<file path="src/rtl/pdcm_pkg.sv">
// ----------------------------------------------------------------------------
// pdcm_pkg
// Shared widths, constants and types of the PWM duty capture meter.
// ----------------------------------------------------------------------------
package pdcm_pkg;

    localparam int CHANNELS   = 4;
    localparam int CH_BITS    = $clog2(CHANNELS);
    localparam int STAMP_BITS = 16;
    localparam int SPAN_BITS  = STAMP_BITS + 1;
    localparam int DUTY_BITS  = 10;
    localparam int NUM_BITS   = SPAN_BITS + DUTY_BITS;
    localparam int STEP_BITS  = $clog2(DUTY_BITS);
    localparam int MDATA_BITS = ((DUTY_BITS + 2 * SPAN_BITS + 7) / 8) * 8;
    localparam int MPAD_BITS  = MDATA_BITS - DUTY_BITS - 2 * SPAN_BITS;

    localparam logic [DUTY_BITS-1:0] PERMILLE = DUTY_BITS'(1000);
    localparam logic [SPAN_BITS-1:0] WRAP_MAX = SPAN_BITS'(1) << STAMP_BITS;
    localparam logic [SPAN_BITS-1:0] WRAP_MIN = SPAN_BITS'(2);
    localparam logic [STEP_BITS-1:0] LAST_STEP = STEP_BITS'(DUTY_BITS - 1);

    typedef enum logic [1:0] {
        ST_IDLE,
        ST_EVAL,
        ST_DIV,
        ST_OUT
    } top_state_t;

    typedef enum logic [1:0] {
        DIV_IDLE,
        DIV_LOAD,
        DIV_RUN
    } div_state_t;

    // capture event handed to the channel store
    typedef struct packed {
        logic                  stb;
        logic [CH_BITS-1:0]    ch;
        logic [STAMP_BITS-1:0] ts;
    } chan_evt_t;

    // outcome of one event, registered in the channel store
    typedef struct packed {
        logic                 valid;
        logic                 emit;
        logic [CH_BITS-1:0]   ch;
        logic [SPAN_BITS-1:0] period;
        logic [SPAN_BITS-1:0] high;
    } chan_res_t;

endpackage

</file>
<file path="src/rtl/pwm_duty_capture_meter.sv">
// An accepted falling-edge beat reaches its result beat through evaluate and
// multiply, load, the quotient bits of the divider, and the handoff.
// Beats are taken one at a time: no beat is taken until the last has left the
// evaluate, divide and output states; the bit-serial divider sets the pace, and
// the next beat is taken while a result still waits in the output register.
// Reset: all channels expect a rising edge, no period known, wrap = 65536.
// ----------------------------------------------------------------------------
// pwm_duty_capture_meter
// Four-channel PWM capture meter reporting period, high time and duty.
// ----------------------------------------------------------------------------
module pwm_duty_capture_meter (
    input  logic                              clk,
    input  logic                              rst_n,
    input  logic                              cfg_we,
    input  logic [pdcm_pkg::SPAN_BITS-1:0]    cfg_wdata,  // counter_wrap
    input  logic                              s_tvalid,
    output logic                              s_tready,
    input  logic [pdcm_pkg::STAMP_BITS-1:0]   s_tdata,    // timestamp
    input  logic [pdcm_pkg::CH_BITS-1:0]      s_tuser,    // channel
    output logic                              m_tvalid,
    input  logic                              m_tready,
    // duty_permille, period_ticks, high_ticks, zero pad
    output logic [pdcm_pkg::MDATA_BITS-1:0]   m_tdata,
    output logic [pdcm_pkg::CH_BITS-1:0]      m_tuser     // out_channel
);
    import pdcm_pkg::*;

    top_state_t           state_reg, state_next;
    logic [SPAN_BITS-1:0] wrap_reg, wrap_next;
    logic                 m_tvalid_reg, m_tvalid_next;
    logic [MDATA_BITS-1:0] m_tdata_reg, m_tdata_next;
    logic [CH_BITS-1:0]   m_tuser_reg, m_tuser_next;

    chan_evt_t            evt;
    chan_res_t            res;
    logic                 div_start;
    logic                 div_done;
    logic [DUTY_BITS-1:0] duty;
    logic                 accept;

    assign accept  = s_tvalid && s_tready;
    assign evt.stb = accept;
    assign evt.ch  = s_tuser;
    assign evt.ts  = s_tdata;

    pdcm_chan_store u_chan (
        .clk   (clk),
        .rst_n (rst_n),
        .wrap  (wrap_reg),
        .evt   (evt),
        .res   (res)
    );

    pdcm_divider u_div (
        .clk    (clk),
        .rst_n  (rst_n),
        .start  (div_start),
        .high   (res.high),
        .period (res.period),
        .done   (div_done),
        .duty   (duty)
    );

    // clamp the wrap into its legal range
    always_comb
    begin
        wrap_next = wrap_reg;
        if (cfg_we)
        begin
            if (cfg_wdata < WRAP_MIN)
            begin
                wrap_next = WRAP_MIN;
            end
            else if (cfg_wdata > WRAP_MAX)
            begin
                wrap_next = WRAP_MAX;
            end
            else
            begin
                wrap_next = cfg_wdata;
            end
        end
    end

    always_comb
    begin
        state_next    = state_reg;
        s_tready      = 1'b0;
        div_start     = 1'b0;
        m_tvalid_next = m_tvalid_reg && !m_tready;
        m_tdata_next  = m_tdata_reg;
        m_tuser_next  = m_tuser_reg;
        unique case (state_reg)
            ST_IDLE:
            begin
                s_tready = 1'b1;
                if (s_tvalid)
                begin
                    state_next = ST_EVAL;
                end
            end
            ST_EVAL:
            begin
                if (res.emit)
                begin
                    div_start  = 1'b1;
                    state_next = ST_DIV;
                end
                else
                begin
                    state_next = ST_IDLE;
                end
            end
            ST_DIV:
            begin
                if (div_done)
                begin
                    state_next = ST_OUT;
                end
            end
            ST_OUT:
            begin
                // hold until the output register is free
                if (!m_tvalid_reg || m_tready)
                begin
                    m_tvalid_next = 1'b1;
                    m_tdata_next  = {{MPAD_BITS{1'b0}}, res.high, res.period, duty};
                    m_tuser_next  = res.ch;
                    state_next    = ST_IDLE;
                end
            end
            default:
            begin
                state_next = ST_IDLE;
            end
        endcase
    end

    always_ff @(posedge clk or negedge rst_n)
    begin
        if (!rst_n)
        begin
            state_reg    <= ST_IDLE;
            wrap_reg     <= WRAP_MAX;
            m_tvalid_reg <= 1'b0;
        end
        else
        begin
            state_reg    <= state_next;
            wrap_reg     <= wrap_next;
            m_tvalid_reg <= m_tvalid_next;
        end
    end

    always_ff @(posedge clk)
    begin
        m_tdata_reg <= m_tdata_next;
        m_tuser_reg <= m_tuser_next;
    end

    assign m_tvalid = m_tvalid_reg;
    assign m_tdata  = m_tdata_reg;
    assign m_tuser  = m_tuser_reg;

    a_one_beat_at_a_time: assert property (@(posedge clk) disable iff (!rst_n)
        accept |=> !s_tready)
        else $error("second beat accepted during evaluation");

    a_done_only_in_div: assert property (@(posedge clk) disable iff (!rst_n)
        div_done |-> state_reg == ST_DIV)
        else $error("divider finished outside divide phase");

    a_duty_in_range: assert property (@(posedge clk) disable iff (!rst_n)
        m_tvalid_reg |-> m_tdata_reg[DUTY_BITS-1:0] <= PERMILLE)
        else $error("duty above 1000 per mille");

endmodule

</file>
<file path="src/rtl/pdcm_chan_store.sv">
// ----------------------------------------------------------------------------
// pdcm_chan_store
// Per-channel edge state; forms period and high time of each capture event.
// ----------------------------------------------------------------------------
module pdcm_chan_store (
    input  logic                        clk,
    input  logic                        rst_n,
    input  logic [pdcm_pkg::SPAN_BITS-1:0] wrap,
    input  pdcm_pkg::chan_evt_t         evt,
    output pdcm_pkg::chan_res_t         res
);
    import pdcm_pkg::*;

    logic                  expect_falling_reg [CHANNELS];
    logic                  rise_seen_reg      [CHANNELS];
    logic [STAMP_BITS-1:0] last_rise_reg      [CHANNELS];
    logic [SPAN_BITS-1:0]  period_reg         [CHANNELS];
    chan_res_t             res_reg;
    chan_res_t             res_next;

    logic                  falling;
    logic [STAMP_BITS-1:0] last_ts;
    logic [SPAN_BITS-1:0]  diff_direct;
    logic [SPAN_BITS-1:0]  diff_wrap;
    logic [SPAN_BITS-1:0]  elapsed;

    assign falling     = expect_falling_reg[evt.ch];
    assign last_ts     = last_rise_reg[evt.ch];
    assign diff_direct = {1'b0, evt.ts} - {1'b0, last_ts};
    assign diff_wrap   = {1'b0, evt.ts} + wrap - {1'b0, last_ts};

    // equal stamps: full wrap for a period, zero for a high time
    always_comb
    begin
        if (falling)
        begin
            elapsed = (evt.ts >= last_ts) ? diff_direct : diff_wrap;
        end
        else
        begin
            elapsed = (evt.ts > last_ts) ? diff_direct : diff_wrap;
        end
    end

    always_comb
    begin
        res_next        = res_reg;
        res_next.valid  = evt.stb;
        if (evt.stb)
        begin
            res_next.ch     = evt.ch;
            res_next.period = period_reg[evt.ch];
            res_next.high   = elapsed;
            res_next.emit   = falling && rise_seen_reg[evt.ch] &&
                              (period_reg[evt.ch] != '0);
        end
    end

    always_ff @(posedge clk or negedge rst_n)
    begin
        if (!rst_n)
        begin
            for (int i = 0; i < CHANNELS; i++)
            begin
                expect_falling_reg[i] <= 1'b0;
                rise_seen_reg[i]      <= 1'b0;
                last_rise_reg[i]      <= '0;
                period_reg[i]         <= '0;
            end
            res_reg <= '0;
        end
        else
        begin
            res_reg <= res_next;
            if (evt.stb)
            begin
                expect_falling_reg[evt.ch] <= !falling;
                if (!falling)
                begin
                    period_reg[evt.ch]    <= rise_seen_reg[evt.ch] ? elapsed : '0;
                    last_rise_reg[evt.ch] <= evt.ts;
                    rise_seen_reg[evt.ch] <= 1'b1;
                end
            end
        end
    end

    assign res = res_reg;

    a_emit_has_period: assert property (@(posedge clk) disable iff (!rst_n)
        res_reg.valid && res_reg.emit |-> res_reg.period != '0)
        else $error("duty emitted with unknown period");

endmodule

</file>
<file path="src/rtl/pdcm_divider.sv">
// ----------------------------------------------------------------------------
// pdcm_divider
// Bit-serial restoring divider: floor(high*1000/period), saturated at 1000.
// ----------------------------------------------------------------------------
module pdcm_divider (
    input  logic                          clk,
    input  logic                          rst_n,
    input  logic                          start,
    input  logic [pdcm_pkg::SPAN_BITS-1:0] high,
    input  logic [pdcm_pkg::SPAN_BITS-1:0] period,
    output logic                          done,
    output logic [pdcm_pkg::DUTY_BITS-1:0] duty
);
    import pdcm_pkg::*;

    div_state_t             state_reg, state_next;
    logic [STEP_BITS-1:0]   step_reg, step_next;
    logic [NUM_BITS-1:0]    num_reg, num_next;
    logic [SPAN_BITS-1:0]   den_reg, den_next;
    logic [SPAN_BITS-1:0]   rem_reg, rem_next;
    logic [DUTY_BITS-1:0]   sh_reg, sh_next;
    logic                   sat_reg, sat_next;
    logic                   done_reg, done_next;

    logic [SPAN_BITS:0]     trial;
    logic                   fits;

    // shift in the next numerator bit; the freed low bit takes the quotient bit
    assign trial = {rem_reg, sh_reg[DUTY_BITS-1]};
    assign fits  = trial >= {1'b0, den_reg};

    always_comb
    begin
        state_next = state_reg;
        step_next  = step_reg;
        num_next   = num_reg;
        den_next   = den_reg;
        rem_next   = rem_reg;
        sh_next    = sh_reg;
        sat_next   = sat_reg;
        done_next  = 1'b0;
        unique case (state_reg)
            DIV_IDLE:
            begin
                if (start)
                begin
                    num_next   = NUM_BITS'(high) * NUM_BITS'(PERMILLE);
                    den_next   = period;
                    sat_next   = high >= period;
                    state_next = DIV_LOAD;
                end
            end
            DIV_LOAD:
            begin
                // high below period keeps the quotient under 1024
                rem_next   = num_reg[NUM_BITS-1:DUTY_BITS];
                sh_next    = num_reg[DUTY_BITS-1:0];
                step_next  = '0;
                state_next = DIV_RUN;
            end
            DIV_RUN:
            begin
                rem_next  = fits ? SPAN_BITS'(trial - {1'b0, den_reg})
                                 : trial[SPAN_BITS-1:0];
                sh_next   = {sh_reg[DUTY_BITS-2:0], fits};
                step_next = step_reg + 1'b1;
                if (step_reg == LAST_STEP)
                begin
                    done_next  = 1'b1;
                    state_next = DIV_IDLE;
                end
            end
            default:
            begin
                state_next = DIV_IDLE;
            end
        endcase
    end

    always_ff @(posedge clk or negedge rst_n)
    begin
        if (!rst_n)
        begin
            state_reg <= DIV_IDLE;
            step_reg  <= '0;
            done_reg  <= 1'b0;
        end
        else
        begin
            state_reg <= state_next;
            step_reg  <= step_next;
            done_reg  <= done_next;
        end
    end

    always_ff @(posedge clk)
    begin
        num_reg <= num_next;
        den_reg <= den_next;
        rem_reg <= rem_next;
        sh_reg  <= sh_next;
        sat_reg <= sat_next;
    end

    assign done = done_reg;
    assign duty = sat_reg ? PERMILLE : sh_reg;

    a_rem_below_den: assert property (@(posedge clk) disable iff (!rst_n)
        state_reg == DIV_RUN && !sat_reg |-> rem_reg < den_reg)
        else $error("partial remainder not below divisor");

endmodule
</file>
<file path="config.mk">
export PLATFORM = sky130hd
export DESIGN_NAME = pwm_duty_capture_meter
export DESIGN_NICKNAME = d
export VERILOG_FILES = /design/src/rtl/pdcm_pkg.sv /design/src/rtl/pwm_duty_capture_meter.sv /design/src/rtl/pdcm_chan_store.sv /design/src/rtl/pdcm_divider.sv
export SDC_FILE = /design/constraint.sdc
export NUM_CORES = 1
export LEC_CHECK = 0
export BUFFER_PORTS_ARGS = -buffer_cell sky130_fd_sc_hd__buf_2
export CAP_MARGIN = 20
export CORE_ASPECT_RATIO = 0.7
export CORE_MARGIN = 1
export CORE_UTILIZATION = 55
export DETAILED_ROUTE_END_ITERATION = 10
export GPL_TIMING_DRIVEN = 0
export PLACE_DENSITY = 0.73
export SLEW_MARGIN = 20
export SYNTH_ARGS = -nofsm -noshare
export SYNTH_HDL_FRONTEND = slang
export SYNTH_SLANG_ARGS = --single-unit
</file>
<file path="constraint.sdc">
create_clock -name clk -period 4.7 [get_ports clk]
set_input_delay 0.47 -clock clk [delete_from_list [all_inputs] [get_ports clk]]
set_output_delay 0.47 -clock clk [all_outputs]
set_load 0.02 [all_outputs]
</file>
==> impl.org <==
** Synth
- Proportion of synthesized flip-flops having asynchronous set or reset :: 0.639
- Number of unique standard cell types used by synthesis :: 73
- Cell taking the most area after synthesis :: dfrtp_1
- Among all flip-flop cells after synthesis, the most frequent one is dfrtp_1.
- The share of synthesized area in the top cell type comes to 0.272.
- Yosys mapped a number of flops with a built-in enable equal to about 120.
- Sequential-to-total area share from yosys stat :: 0.459
- Synthesis handed over a netlist of around 1800 instances.
- Synth top area cells :: dfrtp_1 (27%), edfxtp_1 (19%), ha_1 (8.5%), fa_1 (8.2%), o21ai_0 (5.5%)
- Yosys printed 0 warnings.
- Dividing the synthesized area by the synthesized cell count gives approximately 11 um2.
- Synthesis inferred between 300 and 400 register bits.
- Summed instance area of the synthesized netlist :: between 15000 and 20000 um2

** Placement
- Weighted congestion at the end of routability-driven global placement :: around 0.94
- Post-DP Area :: approximately 20000 um2
- PortBufs :: between 80 and 90
- Detailed placement ended at an HPWL of between 30000 and 40000 um.

** Layout
- Layout cell share with drive strength beyond 1 :: 0.170
- Nets :: 2164
- The number of antenna diodes in the final layout is 0.
- After routing the design area is around 21000 um2.
- The register with the most flip-flops in the layout has ~70 of them.
- Area growth syn-to-layout :: 14.3%

** Route
- Before antenna repair, the detailed router went through 6 iterations.
- Dividing the detail-routed via count by the number of cells gives around 6.0.
- In this run the remaining antenna-violating nets after routing total 0.
- In the routed design, unresolved DRC markers number 0.
- Detailed routing inserted a total of ~14000 vias.
- For this block, wires on met1 add up to between 20000 and 25000 um.
- Post-DR wirelength/cell :: roughly 21 um
- In this run the top signal layer used is met4.
- Routed length on met2 :: around 21000 um
- After detailed routing, the met3 layer carries 5660 um of wire.
- Number of DRC markers after the initial detailed-route iteration :: between 1500 and 2000
- The final layout contains routed wiring with a total length of about 50000 um.

** Timing
- On the final layout, the worst clock skew is roughly 28 ps.
- Transition at the pin with the smallest max-transition slack :: a little under 800 ps
- The final hold violation count came to 0.
- The max-slew violation total from the final report came to 0.
- Final number of setup-violating endpoints :: 0
- In the finished design, the share of the clock period the worst path needs comes to 0.991.
- Setup repair after global routing could not meet its margin everywhere.
- Static timing analysis puts the maximum clock frequency at approximately 210 MHz.
- Min Clock Period, post-route :: around 4700 ps
- Slew margin rel. :: 0.471

** GRT
- Antenna violations before repair :: 0
- The first global-routing pass estimated 77100 um of wire.
- In the global route stage, overall resource usage came out at 0.291.
- Sum of overflow across all layers after global routing :: 0
- Largest net degree at the start of global routing :: 102
- Vias in the first global route :: around 13000

** Worst setup path
- In this run the worst path has a maximum fanout of 4.
- The worst register-to-register path begins at u_chan.res[6].
- The critical path is of the reg2reg type.
- Startpoint class of the critical path :: flip-flop
- Required time at the endpoint of the critical path :: approximately 5000 ps
- The worst register-to-register path has a depth of 16.
- Traced cell by cell, the critical path runs through clkinvlp_4 -> buf_4 -> fa_1 -> fa_1 -> fa_1 -> fa_1 -> inv_1 -> ha_4 -> and2_1 -> a21o_1 -> a211oi_2 -> a31oi_1 -> and2_1 -> o21a_1 -> o21a_1 -> o211ai_1.
- The most numerous cell type found on the critical path is fa_1.
- Max stage delay on crit path :: roughly 520 ps
- Category of the worst setup path capture point :: flip-flop
- Crit path buf inv count :: 3
- Cell family with most CP delay :: adder cells
- Slowest-stage cell, CP :: fa_1
- Worst endpoint data arrival time :: between 5000 and 6000 ps
- In this run the critical register-to-register path is captured at u_div.num_reg[26].
- Internal reg-to-reg setup slack :: 40 ps

** Clocking
- The clock reaches the later pin of the worst-skew pair after 600 ps.
- Clock-pin slew was measured on the worst setup and hold paths at around 70 ps.
- Cell chosen for the clock root :: clkbuf_16
- In this run the number of H-tree levels came out at 1.
- Max Root-Sink Buffers :: 3
- The clock net in this run drives a total of around 320 sinks.
- TritonCTS built the clock tree.
- Number of clock buffers inserted by TritonCTS :: 30

** Die
- The initial utilization of the core area, before any placement, comes to 0.558.
- Overall die area :: between 30000 and 40000 um2
- Die extent in x :: between 200 and 250 um
- The floorplan has 56 rows.
- Chip Height :: 156 um
- The floorplan step defined a core boundary enclosing around 33000 um2.
- I/O Pins :: 92

** Run
- The tool flagged a number of max-cap violations equal to 0.

** Outcome
- Outcome :: finished, final reports clean

** Worst hold path
- Hold depth :: 3
- The path with the worst hold slack has its endpoint at wrap_reg[12].
- The startpoint identified for the worst hold timing path is cfg_wdata[12].
- In this run the worst hold path is classified as in2reg.
==> cell type report <==
cell class,instances,area (um2)
buffer,62,292
multi-input combinational,1166,9260
fill,2628,12100
inverter,218,845
tap,435,544
timing repair buffer,124,793
clock inverter,10,106
sequential,319,8580
clock buffer,44,915
==> kinds of logic after synthesis <==
logic type	share of synthesized area
and+or+nand+nor	0.105
other	0.000201
adders and majority gates	0.167
buffers and inverters	0.0592
muxes	0.0573
xor gates and xnor gates	0.0235
AOI/OAI and AO/OA	0.130
DFF	0.459
==> placed cells by master, fill, tap and decap left out, types with 31 or more instances in the layout <==
master     synthesis  layout
a21oi_1           63      62
clkbuf_1          39      43
mux4_2            35      35
dfrtp_1          203     189
clkbuf_16          0      31
nand2_1          233     232
buf_4              5      39
buf_2             10      93
nor2_1            73      70
o21ai_0          205     200
fa_1              76      73
ha_1             127     117
xnor2_1           35      34
edfxtp_1         115     115
inv_1            217     206
==> how the worst max path moves through the flow <==
stage | slack, ps | from | cells after the start | to
floorplan | 30 | s_tuser[0] | 15 | u_chan.period_reg[15]
global placement | -1560 | s_tuser[1] | 17 | u_chan.period_reg[32]
detailed placement | -1700 | s_tuser[1] | 17 | u_chan.period_reg[15]
CTS | 4 | u_chan.res[2] | 15 | u_div.num_reg[25]
global route | -130 | u_chan.res[0] | 15 | u_div.num_reg[26]
finish | 40 | u_chan.res[6] | 16 | u_div.num_reg[26]
==> metal layers <==
metal / GRT usage / vias up
met4: 0.0648 / 0
met5: 0 / -
met1: 0.462 / 7102
li1: - / 6385
met2: 0.393 / 703
met3: 0.0772 / 69
==> synth_stat cells (18+ instances only) <==
library cell,n
nor2_1,73
nand2_1,233
a21oi_1,63
edfxtp_1,115
o21ai_0,205
clkbuf_1,39
fa_1,76
xnor2_1,35
mux4_2,35
ha_1,127
nand2b_1,18
inv_1,217
dfrtp_1,203
nor3_1,21
==> tightest hold or removal path: cells and delay by family <==
family | cells | cell delay [ps]
compound gates | 1 | 60
buf+inv | 1 | 80
simple gates | 1 | 40
==> metrics by stage <==
step	utilization	hold slack (ps)	TNS, ps	std cells	setup WS (ps)
6_report	0.638	95.1	0	2378	42.4
5_1_grt	0.638	89.5	-157	2378	-134
4_1_cts	0.631	74.7	0	2370	3.53
3_5_place_dp	0.592	271	-104640	2292	-1700
3_3_place_gp	0.588	438	-129770	2288	-1560
2_1_floorplan	-	174	0	1767	26.8
==> timing repair <==
item	in CTS	in global routing
setup buffers	25	8
hold buffers	1	0
resized for setup	41	38
pin swaps	4	31
endpoints found under the hold margin	72	0
setup endpoints to repair	94	52
Power is not shown: default switching activity piles up to over one toggle a cycle in this logic, so the estimate is an artifact.
